==> src/sv/assert_macros.svh <==
// Assertion macros used by the filter controller RTL.
// Define SYNTH to compile the checks away; no other dependencies.
`ifndef ASSERT_MACROS_SVH
`define ASSERT_MACROS_SVH

`ifndef SYNTH
// Check a property on every clock, masked while reset is high.
`define FIRI_ASSERT(lbl, prop, msg) \
  lbl: assert property (@(posedge clk) disable iff (rst) (prop)) else $error(msg);
// Check a property on every clock, including during reset.
`define FIRI_ASSERT_ALWAYS(lbl, prop, msg) \
  lbl: assert property (@(posedge clk) (prop)) else $error(msg);
`else
`define FIRI_ASSERT(lbl, prop, msg)
`define FIRI_ASSERT_ALWAYS(lbl, prop, msg)
`endif

`endif

==> src/sv/firi_pkg.sv <==
// Shared types and constants for the iterative FIR filter.
// No dependencies; used by the interfaces, controller, datapath and top level.
`timescale 1ns / 1ps

package firi_pkg;

  localparam int COEF_BITS = 16;
  localparam int OUT_BITS  = 38;
  localparam int IDX_BITS  = 6;
  localparam int CFG_BITS  = 7;
  localparam int FUNC_BITS = 2;

  // Transaction function codes
  localparam logic [FUNC_BITS-1:0] FUNC_FILTER  = 2'd0;
  localparam logic [FUNC_BITS-1:0] FUNC_LOAD    = 2'd1;
  localparam logic [FUNC_BITS-1:0] FUNC_RESTART = 2'd2;

  // Controller states, one-hot
  typedef enum logic [4:0] {
    ST_IDLE  = 5'b00001,
    ST_ISSUE = 5'b00010,
    ST_DRAIN = 5'b00100,
    ST_DONE  = 5'b01000,
    ST_SPARE = 5'b10000
  } state_t;

  // Controller to datapath commands
  typedef struct packed {
    logic load;     // write one coefficient
    logic restart;  // empty the delay line
    logic push;     // store a new sample and arm the tap walk
    logic issue;    // read one tap into the MAC pipeline
    logic publish;  // copy the accumulator to the output register
  } cmd_t;

  // Datapath to controller status
  typedef struct packed {
    logic taps_done;   // every active tap has been issued
    logic pipe_empty;  // no tap is in flight in the MAC pipeline
  } status_t;

endpackage

==> src/sv/firi_if.sv <==
// Valid/ready channel interfaces for filter input and result transactions.
// Depends on firi_pkg for field widths.
`timescale 1ns / 1ps

interface firi_in_if #(parameter int SAMPLE_BITS = 16);
  logic                                  valid;
  logic                                  ready;
  logic [firi_pkg::FUNC_BITS-1:0]        func;
  logic signed [SAMPLE_BITS-1:0]         sample;
  logic [firi_pkg::IDX_BITS-1:0]         coef_index;
  logic signed [firi_pkg::COEF_BITS-1:0] coef_value;

  modport source (output valid, func, sample, coef_index, coef_value, input ready);
  modport sink (input valid, func, sample, coef_index, coef_value, output ready);
endinterface

interface firi_out_if;
  logic                                 valid;
  logic                                 ready;
  logic signed [firi_pkg::OUT_BITS-1:0] filtered;

  modport source (output valid, filtered, input ready);
  modport sink (input valid, filtered, output ready);
endinterface

==> src/sv/firi_ctrl.sv <==
// Controller state machine for the iterative FIR filter: handshakes and sequencing.
// Depends on firi_pkg and assert_macros.svh.
`timescale 1ns / 1ps
`include "assert_macros.svh"

module firi_ctrl (
  input  logic                           clk,
  input  logic                           rst,
  input  logic                           in_valid,
  input  logic [firi_pkg::FUNC_BITS-1:0] in_func,
  output logic                           in_ready,
  output logic                           out_valid,
  input  logic                           out_ready,
  output firi_pkg::cmd_t                 cmd,
  input  firi_pkg::status_t              status
);

  firi_pkg::state_t state, state_next;
  logic             accept;
  logic             out_free;

  assign in_ready = (state == firi_pkg::ST_IDLE);
  assign accept   = in_valid && in_ready;
  assign out_free = !out_valid || out_ready;

  // Decode commands
  always_comb begin
    cmd         = '0;
    cmd.load    = accept && (in_func == firi_pkg::FUNC_LOAD);
    cmd.restart = accept && (in_func == firi_pkg::FUNC_RESTART);
    cmd.push    = accept && (in_func == firi_pkg::FUNC_FILTER);
    cmd.issue   = (state == firi_pkg::ST_ISSUE) && !status.taps_done;
    cmd.publish = (state == firi_pkg::ST_DONE) && out_free;
  end

  // Sequence one filter transaction
  always_comb begin
    state_next = state;
    case (state)
      firi_pkg::ST_IDLE: begin
        if (cmd.push) state_next = firi_pkg::ST_ISSUE;
      end
      firi_pkg::ST_ISSUE: begin
        if (status.taps_done) state_next = firi_pkg::ST_DRAIN;
      end
      firi_pkg::ST_DRAIN: begin
        if (status.pipe_empty) state_next = firi_pkg::ST_DONE;
      end
      firi_pkg::ST_DONE: begin
        if (out_free) state_next = firi_pkg::ST_IDLE;
      end
      default: state_next = firi_pkg::ST_IDLE;
    endcase
  end

  always_ff @(posedge clk) begin
    if (rst) begin
      state <= firi_pkg::ST_IDLE;
    end else begin
      state <= state_next;
    end
  end

  // Hold the result valid until taken
  always_ff @(posedge clk) begin
    if (rst) begin
      out_valid <= 1'b0;
    end else if (cmd.publish) begin
      out_valid <= 1'b1;
    end else if (out_ready) begin
      out_valid <= 1'b0;
    end
  end

  `FIRI_ASSERT(a_publish_free, cmd.publish |-> (!out_valid || out_ready), "publish over result")
  `FIRI_ASSERT(a_publish_valid, cmd.publish |=> out_valid, "published result not valid")
  `FIRI_ASSERT(a_idle_empty, in_ready |-> status.pipe_empty, "accepting with taps in flight")
  `FIRI_ASSERT(a_issue_bound, cmd.issue |-> !status.taps_done, "tap issued past tap count")

endmodule

==> src/sv/firi_datapath.sv <==
// Datapath for the iterative FIR filter: tap memories, delay line, shared MAC.
// Depends on firi_pkg; driven by firi_ctrl commands.
`timescale 1ns / 1ps

module firi_datapath #(
  parameter int MAX_TAPS    = 64,
  parameter int SAMPLE_BITS = 16
) (
  input  logic                                  clk,
  input  logic                                  rst,
  input  logic                                  cfg_we,
  input  logic [firi_pkg::CFG_BITS-1:0]         cfg_wdata,
  input  logic signed [SAMPLE_BITS-1:0]         sample,
  input  logic [firi_pkg::IDX_BITS-1:0]         coef_index,
  input  logic signed [firi_pkg::COEF_BITS-1:0] coef_value,
  input  firi_pkg::cmd_t                        cmd,
  output firi_pkg::status_t                     status,
  output logic signed [firi_pkg::OUT_BITS-1:0]  filtered
);

  // Taps beyond the loadable index range always hold zero, so store only those
  localparam int IDX_SPAN  = 1 << firi_pkg::IDX_BITS;
  localparam int TAB_DEPTH = (MAX_TAPS < IDX_SPAN) ? MAX_TAPS : IDX_SPAN;
  localparam int AW        = (TAB_DEPTH > 1) ? $clog2(TAB_DEPTH) : 1;
  localparam int CW        = $clog2(TAB_DEPTH + 1);
  localparam int PROD_W    = SAMPLE_BITS + firi_pkg::COEF_BITS;
  localparam int OW        = firi_pkg::OUT_BITS;

  logic signed [firi_pkg::COEF_BITS-1:0] coef_mem [TAB_DEPTH];
  logic signed [SAMPLE_BITS-1:0]         dly_mem  [TAB_DEPTH];
  logic [TAB_DEPTH-1:0]                  coef_vld;
  logic [firi_pkg::CFG_BITS-1:0]         tap_count;
  logic [AW-1:0]                         wp, wp_next;
  logic [CW-1:0]                         fill;
  logic [CW-1:0]                         n_taps, n_taps_next;
  logic [CW-1:0]                         k;
  logic [AW-1:0]                         rd_idx;
  logic                                  load_ok;
  logic signed [SAMPLE_BITS-1:0]         rd_sample;
  logic signed [firi_pkg::COEF_BITS-1:0] rd_coef;
  logic                                  rd_live;
  logic                                  v1, v2;
  logic signed [PROD_W-1:0]              prod_full;
  logic signed [OW-1:0]                  prod;
  logic signed [OW-1:0]                  acc;

  assign load_ok = ({{(32 - firi_pkg::IDX_BITS){1'b0}}, coef_index} < 32'(TAB_DEPTH));
  assign wp_next = (wp == AW'(TAB_DEPTH - 1)) ? '0 : wp + 1'b1;
  assign n_taps_next = ({{(32 - firi_pkg::CFG_BITS){1'b0}}, tap_count} > 32'(TAB_DEPTH))
                       ? CW'(TAB_DEPTH) : CW'(tap_count);

  assign status.taps_done  = (k == n_taps);
  assign status.pipe_empty = !v1 && !v2;

  // Tap count register
  always_ff @(posedge clk) begin
    if (rst) begin
      tap_count <= firi_pkg::CFG_BITS'(1);
    end else if (cfg_we) begin
      tap_count <= cfg_wdata;
    end
  end

  // Coefficient memory: one write port, one registered read port
  always_ff @(posedge clk) begin
    if (cmd.load && load_ok) coef_mem[coef_index[AW-1:0]] <= coef_value;
    if (cmd.issue) rd_coef <= coef_mem[k[AW-1:0]];
  end

  // Delay line memory, circular with wp at the newest sample
  always_ff @(posedge clk) begin
    if (cmd.push) dly_mem[wp_next] <= sample;
    if (cmd.issue) rd_sample <= dly_mem[rd_idx];
  end

  // Written coefficients and delay line fill level; unwritten entries read as zero
  always_ff @(posedge clk) begin
    if (rst) begin
      coef_vld <= '0;
      wp       <= '0;
      fill     <= '0;
    end else begin
      if (cmd.load && load_ok) coef_vld[coef_index[AW-1:0]] <= 1'b1;
      if (cmd.restart) begin
        fill <= '0;
      end else if (cmd.push) begin
        wp   <= wp_next;
        fill <= (fill == CW'(TAB_DEPTH)) ? fill : fill + 1'b1;
      end
    end
  end

  // Walk the taps: newest sample with tap 0, moving back one sample per tap
  always_ff @(posedge clk) begin
    if (cmd.push) begin
      k      <= '0;
      rd_idx <= wp_next;
      n_taps <= n_taps_next;
    end else if (cmd.issue) begin
      k       <= k + 1'b1;
      rd_idx  <= (rd_idx == '0) ? AW'(TAB_DEPTH - 1) : rd_idx - 1'b1;
      rd_live <= (k < fill) && coef_vld[k[AW-1:0]];
    end
  end

  // MAC pipeline valids
  always_ff @(posedge clk) begin
    if (rst) begin
      v1 <= 1'b0;
      v2 <= 1'b0;
    end else begin
      v1 <= cmd.issue;
      v2 <= v1;
    end
  end

  // Multiply, register, then accumulate modulo the output width
  assign prod_full = rd_sample * rd_coef;

  always_ff @(posedge clk) begin
    if (v1) prod <= rd_live ? OW'(prod_full) : '0;
    if (cmd.push) begin
      acc <= '0;
    end else if (v2) begin
      acc <= acc + prod;
    end
    if (cmd.publish) filtered <= acc;
  end

endmodule

==> src/sv/fir_filter_iterative_core.sv <==
// Iterative direct-form FIR filter: one shared multiply-accumulate walks the taps.
// Filter transaction: the shared MAC issues n taps, n = min(tap_count, MAX_TAPS, 64), then drains
// its pipeline before the result is published. A new filter transaction is accepted only after
// that result is published, so a result stall also holds the input; load and restart transactions
// are accepted in the idle state and complete without leaving it. Output register frees the input side.
// Reset: tap_count is 1, coefficients and delay line read as zero; no clearing pass.
`timescale 1ns / 1ps

module fir_filter_iterative_core #(
  parameter int MAX_TAPS    = 64,
  parameter int SAMPLE_BITS = 16
) (
  input  logic                          clk,
  input  logic                          rst,
  input  logic                          cfg_we,
  input  logic [firi_pkg::CFG_BITS-1:0] cfg_wdata,
  firi_in_if.sink                       samples,
  firi_out_if.source                    results
);

  firi_pkg::cmd_t    cmd;
  firi_pkg::status_t status;

  // Sequence transactions
  firi_ctrl u_ctrl (
    .clk       (clk),
    .rst       (rst),
    .in_valid  (samples.valid),
    .in_func   (samples.func),
    .in_ready  (samples.ready),
    .out_valid (results.valid),
    .out_ready (results.ready),
    .cmd       (cmd),
    .status    (status)
  );

  // Store taps and accumulate
  firi_datapath #(
    .MAX_TAPS    (MAX_TAPS),
    .SAMPLE_BITS (SAMPLE_BITS)
  ) u_datapath (
    .clk        (clk),
    .rst        (rst),
    .cfg_we     (cfg_we),
    .cfg_wdata  (cfg_wdata),
    .sample     (samples.sample),
    .coef_index (samples.coef_index),
    .coef_value (samples.coef_value),
    .cmd        (cmd),
    .status     (status),
    .filtered   (results.filtered)
  );

endmodule
==> src/flat_wrapper.sv <==
// flat-port wrapper written by rule: the top's interface ports become plain ports
module fir_filter_iterative_core_flat 
#(
  parameter int MAX_TAPS    = 64,
  parameter int SAMPLE_BITS = 16
)
  (clk, rst, cfg_we, cfg_wdata, samples_valid, samples_func, samples_sample, samples_coef_index, samples_coef_value, samples_ready, results_valid, results_filtered, results_ready);
  firi_in_if #(.SAMPLE_BITS(SAMPLE_BITS)) samples_i ();
  firi_out_if results_i ();
  input  logic clk;
  input  logic rst;
  input  logic cfg_we;
  input  logic [firi_pkg::CFG_BITS-1:0] cfg_wdata;
  input wire logic [$bits(samples_i.valid)-1:0] samples_valid;
  input wire logic [$bits(samples_i.func)-1:0] samples_func;
  input wire logic [$bits(samples_i.sample)-1:0] samples_sample;
  input wire logic [$bits(samples_i.coef_index)-1:0] samples_coef_index;
  input wire logic [$bits(samples_i.coef_value)-1:0] samples_coef_value;
  output wire logic [$bits(samples_i.ready)-1:0] samples_ready;
  output wire logic [$bits(results_i.valid)-1:0] results_valid;
  output wire logic [$bits(results_i.filtered)-1:0] results_filtered;
  input wire logic [$bits(results_i.ready)-1:0] results_ready;
  assign samples_i.valid = samples_valid;
  assign samples_i.func = samples_func;
  assign samples_i.sample = samples_sample;
  assign samples_i.coef_index = samples_coef_index;
  assign samples_i.coef_value = samples_coef_value;
  assign samples_ready = samples_i.ready;
  assign results_valid = results_i.valid;
  assign results_filtered = results_i.filtered;
  assign results_i.ready = results_ready;
  fir_filter_iterative_core #(.MAX_TAPS(MAX_TAPS), .SAMPLE_BITS(SAMPLE_BITS)) u_core (.clk(clk), .rst(rst), .cfg_we(cfg_we), .cfg_wdata(cfg_wdata), .samples(samples_i), .results(results_i));
endmodule
==> config.mk <==
export PLATFORM = sky130hd
export DESIGN_NAME = fir_filter_iterative_core_flat
export DESIGN_NICKNAME = d
export VERILOG_FILES = /design/src/sv/firi_pkg.sv /design/src/sv/firi_if.sv /design/src/sv/firi_ctrl.sv /design/src/sv/firi_datapath.sv /design/src/sv/fir_filter_iterative_core.sv /design/src/flat_wrapper.sv
export VERILOG_INCLUDE_DIRS = /design/src /design/src/sv
export SDC_FILE = /design/constraint.sdc
export NUM_CORES = 2
export LEC_CHECK = 0
export BUFFER_PORTS_ARGS = -buffer_cell sky130_fd_sc_hd__buf_2
export CORE_AREA = 2 2 400 402
export CTS_CLUSTER_SIZE = 40
export DETAILED_ROUTE_END_ITERATION = 16
export DIE_AREA = 0 0 402 404
export GPL_TIMING_DRIVEN = 0
export HOLD_SLACK_MARGIN = 0.05
export PLACE_DENSITY = 0.79
export SYNTH_ARGS = -nofsm -noshare
export SYNTH_HDL_FRONTEND = slang
export SYNTH_HIERARCHICAL = 1
export SYNTH_SLANG_ARGS = --single-unit
==> constraint.sdc <==
create_clock -name clk -period 10.8 [get_ports clk]
set_clock_uncertainty 0.1 [all_clocks]
set_input_delay 0.54 -clock clk [delete_from_list [all_inputs] [get_ports clk]]
set_output_delay 0.54 -clock clk [all_outputs]
set_load 0.02 [all_outputs]
; ---- Word-level counts from Yosys, hierarchy flattened
; Memories as Yosys holds them, arrays and structs flattened. A register that Yosys moved wholly into a read port is not among the register bits.
; Cells that the tools add are included.
[totals]
memories = 2
wordCells = 87
in_bits = 52
out_inout_bits = 40
regBits = 221
ram_bits = 2048
[mem_list]
columns = name, depth, word_bits, rd, rd_ports_with_merged_regs, wr, line
row1 = u_core.u_datapath.coef_mem, 64, 16, 1, 1, 1, firi_datapath.sv:29  ; logic signed [firi_pkg::COEF_BITS-1:0] coef_mem [TAB_DEPTH];
row2 = u_core.u_datapath.dly_mem, 64, 16, 1, 1, 1, firi_datapath.sv:30  ; logic signed [SAMPLE_BITS-1:0] dly_mem [TAB_DEPTH];
[classes]
n_mux = 19
n_eq_ne = 13
n_mul = 1
bitwise_logic = 4
n_addsub = 5
order_cmp = 5
reduce_logical = 23
[op_table]
columns = op, count
row1 = $or 64x64->64, 1
row2 = $add 38x32->38, 1
row3 = $mul 16x16->32, 1
row4 = $mux 6, 4
row5 = $mux 5, 4
row6 = $pmux 5 s4, 1
row7 = $add 7x1->7 const B, 2
row8 = $lt 6x7->1 const B, 2
row9 = $logic_and 1x1->1, 9
row10 = $mux 1, 8
row11 = $eq 7x7->1, 1
row12 = $eq 7x7->1 const B, 1
row13 = $gt 7x7->1 const B, 1
row14 = $lt 7x7->1, 1
row15 = $add 6x1->6 const B, 1
row16 = $bmux 1 s6, 1
row17 = $demux 1 s6, 1
row18 = $eq 6x6->1 const B, 1
row19 = $ge 6x1->1 const B, 1
row20 = $logic_not 6->1, 1
row21 = $reduce_and 2->1, 3
row22 = $sub 6x1->6 const B, 1
row23 = $eq 5x1->1 const B, 1
row24 = $eq 5x2->1 const B, 1
row25 = 13 further kinds, 21

; ---- Longest topological paths before layout
[logic_depth]
depth_word = 5
depth_mapped = 26
depth_no_buf = 25

; ---- Hierarchy
; Netlist, hierarchy kept.
[by_module_without_submodules]
columns = module, n_inst, seq_area_each_um2, cells_each, area_each_um2
row1 = firi_datapath, 1, 67604.8, 5171, 98807.3
row2 = firi_ctrl, 1, 100.1, 40, 322.8

; ---- Worst setup path after synthesis
; No wires, ideal clock.
[synth_path]
path_kind = reg-to-reg
start = reg u_core.u_datapath.rd_sample[15], read port of u_core.u_datapath.dly_mem
end = reg, netlist name u_core/u_datapath/prod[31]
t_arrival_ns = 6.052
required_time_ns = 10.445
stages_incl_launch_ff = 23
setup_slack_ns = 4.394
setup_time_ns = 0.255
synth_period_minus_slack_ns = 6.406
path_buffers = 1
path_cell_list = edfxtp_1 clkbuf_1 nand2_1 fa_1 inv_1 fa_1 fa_1 fa_1 fa_1 inv_1 fa_1 inv_1 ha_1 a21o_1 a21o_1 a21oi_1 nand2_1 a211o_1 nand3_1 o21ai_1 a31oi_1 xnor2_1 and2_1
[synth_via]
elab_chain_cells = 1
[synth_lines]
columns = element, line
row1 = from (decl), firi_datapath.sv:39  ; logic signed [SAMPLE_BITS-1:0] rd_sample;
row2 = $mul 16x16->32, firi_datapath.sv:118  ; assign prod_full = rd_sample * rd_coef;
; No other way between the ends.
; A chain may end at the register's enable or synchronous reset.

; ---- Final worst setup path
[layout_path]
start = reg u_core.u_datapath.rd_sample[15], read port of u_core.u_datapath.dly_mem
end = reg, netlist name u_core/u_datapath/prod[31]
[layout_via]
elab_chain_cells = 1
[layout_lines]
columns = element, line
row1 = $mul 16x16->32, firi_datapath.sv:118
; No other way between the ends.

==> flow_metrics.tcl <==
set metrics [dict create \
    finalMaxSlewViolations 6 \
    maxCapViolations 1 \
    final_area_um2 112000 \
    max-slew-margin-rel_pct -5.74 \
    globalplace.congestion 0.921 \
    totalWireLength_mm 270 \
    place.port_buffers 87 \
    cts_tree "done" \
    yosys.area.top_type "edfxtp_1" \
    synth-async-reset-ratio_pct 0 \
    numCtsBuffers 217 \
    yosysSeqAreaShare_pct 68.3 \
    clk_pin_slew_worst_paths_ps 70 \
    htreeDepth 4 \
    min_path_type "in -> reg" \
    synth.most_common_cell "edfxtp_1" \
    grt_pass1_vias 55500 \
    nNetsFinal 6106 \
    clkLatencyLatePin_ps 900 \
    syn_avg_cell_area_um2 19.0 \
    syn-num-nets 5657 \
    ys_ff_latch 2300 \
    rows 146 \
    setup_violations 0 \
    drc 0 \
    syn-cell-area_um2 99100 \
    ir_drop_mv 0.234 \
    antenna_found_initial 18 \
    r2r_start "u_core/u_datapath/rd_sample[15]" \
    grt_use_met2_pct 54.3 \
    finalCriticalPeriod_ps 7490 \
    dpl.hpwl_mm 163 \
    post-route-util_pct 71.2 \
    timing.fmax_mhz 134 \
    synth_cells 5211 \
    met1_usage_pct 44.7 \
    final_antenna_net_count 0 \
    grt_use_met3_pct 7.93 \
    dpl.cell_count 7497 \
    stdcell_count 7923 \
    path_class "reg -> reg" \
    overflow 0 \
    synth.distinct_cells 85 \
    power_density_nw_per_um2 179 \
    crit_start "u_core/u_datapath/rd_sample[15]" \
    cts_sinks 2300 \
    drt_pass1_iterations 9 \
    synth_edf_count 2164 \
    ys.flop_type "edfxtp_1" \
    drt_iter0_drc 8264 \
    outcome "finished, violations left" \
    worst_pin_slew_ps 1580 \
    ys_top_cells_by_area "edfxtp_1, mux4_2, fa_1" \
    vias 54900 \
    start_util_pct 62.8 \
    gr-max-usage-layer "met2" \
    die_area_um2 162000 \
    failed_checks "max-capacitance violations, max-slew violations" \
    design.core.area_um2 158000 \
    crit_fanout 10 \
    viasPerCell 6.93 \
    setup-tns-final_ps 0 \
    grt_max_degree 65 \
    clock_tree.buffer_depth 3 \
    arrival_ps 8020 \
    hold_start "cfg_we" \
    root_buffer "clkbuf_16" \
    period_share_pct 69.3 \
    area_growth_pct 13.4 \
    io_pins 92 \
    yosys_warnings 6 \
    hold_viol_final 0 \
    synth_top_area_share_pct 65.6 \
    rsz0062_at_grt "false" \
    drive_gt1_share_pct 24.6 \
    grt_usage_pct 33.8 \
    crit_required_ps 11330 \
    die_h_um 404 \
    die_x_um 402 \
    wl_per_cell_um 34.1 \
    synthTopCellsByCount "edfxtp_1, mux4_2, nor2_1" \
    place_area_um2 105000 \
    n_fill_cell 8867 \
    worstSetupEndpointType "register" \
    grt_first_pass_wirelength_mm 391 \
    power.leakage_uw 0.0376 \
    start_kind "register" \
]
stage by stage:
stage / total power, µW / hold slack (ps) / setup slack [ps]
final: 20100 / 111 / 3310
after global routing: 20700 / 113 / 2960
after CTS: 20200 / 51.9 / 3280
after detailed placement: 12200 / 347 / 3330
after global placement: 12100 / 337 / 2580
after floorplan: 11500 / 323 / 4390
repair_timing:
action | in CTS | in global routing
hold endpoints to repair | 12 | 17
hold buffers | 14 | 1
gates resized for setup | 0 | 0
buffers inserted | 0 | 0
per-layer routing:
layer / wire length, µm / up-vias
met2: 131000 / 4469
li1: - / 21200
met5: 101 / -
met4: 15600 / 20
met3: 31200 / 980
met1: 91800 / 28200
state kept, by name (all words and copies together) (netlist names):
| signal | flops |
|---|---|
| u_core/u_datapath/coef_mem | 1024 |
| u_core/u_datapath/dly_mem | 1024 |
| u_core/u_datapath/coef_vld | 64 |
| u_core/u_datapath/acc | 38 |
| u_core/u_datapath/filtered | 38 |
| u_core/u_datapath/prod | 32 |
| u_core/u_datapath/rd_coef | 16 |
| u_core/u_datapath/rd_sample | 16 |
| u_core/u_datapath/fill | 7 |
| u_core/u_datapath/k | 7 |
| u_core/u_datapath/n_taps | 7 |
| u_core/u_datapath/tap_count | 7 |
| u_core/u_datapath/rd_idx | 6 |
| u_core/u_datapath/wp | 6 |
| u_core/u_ctrl/state | 4 |
| u_core/u_ctrl/out_valid | 1 |
| u_core/u_datapath/rd_live | 1 |
| u_core/u_datapath/v1 | 1 |
| u_core/u_datapath/v2 | 1 |
area by class of cell:
type | count | area (µm²) | share of cell area (%)
Tap cell | 2072 | 2590 | 2.31
Timing Repair Buffer | 230 | 2700 | 2.41
Sequential cell | 2300 | 67700 | 60.2
Clock buffer | 254 | 5630 | 5.01
Buffer | 245 | 1030 | 0.920
Clock inverter | 149 | 1970 | 1.76
Multi-Input combinational cell | 2352 | 29500 | 26.3
Inverter | 314 | 1180 | 1.05
Antenna cell | 7 | 17.5 | 0.0156
worst max-delay path: stages (launching register included):
cell and delay (ps):
edfxtp_1 550, clkbuf_1 500, nand2_1 250, fa_1 590, inv_1 80, fa_1 830
fa_1 530, fa_1 500, fa_1 490, inv_1 50, fa_1 470, inv_1 40
ha_1 340, a21o_1 200, a21o_1 170, a21oi_1 250, nand2_1 100, a211o_1 290
nand3_1 200, o21ai_1 170, a31oi_1 220, xnor2_1 120, and2_1 170
cells in the final DEF (no fill, tap or decap), types with 108 or more instances in the layout:
| cell | n |
|---|---|
| buf_8 | 108 |
| mux4_2 | 657 |
| buf_2 | 142 |
| inv_1 | 312 |
| ha_1 | 131 |
| nand2_1 | 173 |
| edfxtp_1 | 2164 |
| dfxtp_1 | 135 |
| fa_1 | 263 |
| nor2_2 | 129 |
| and2_1 | 150 |
| clkbuf_16 | 217 |
| clkbuf_1 | 190 |
| nor2_1 | 241 |
report_power, final:
part           switching (µW)  total [µW]  internal [µW]  leakage [µW]
combinational            1270        2220            945        0.0133
sequential               18.7        9830           9810        0.0206
clock                    3500        8080           4590       0.00366
cells by family after synthesis:
family / after synthesis / synth area share, %
compound gates: 271 / 1.87
xor+xnor: 86 / 0.760
fa+ha+maj: 394 / 6.96
buf+inv: 559 / 2.23
flops: 2300 / 68.3
mux: 742 / 15.8
simple gates: 859 / 4.08
path summary, 6_finish.rpt:
path | depth (start not counted) | to | slack (ps)
worst max register to register | 22 | u_core/u_datapath/prod[31] | 3310
worst min-delay path | 3 | u_core/u_datapath/tap_count[6] | 110
worst min register to register | 0 | u_core/u_datapath/filtered[0] | 360
worst max-delay path | 22 | u_core/u_datapath/prod[31] | 3310
No activity file was read; power rests on OpenSTA's default activity.
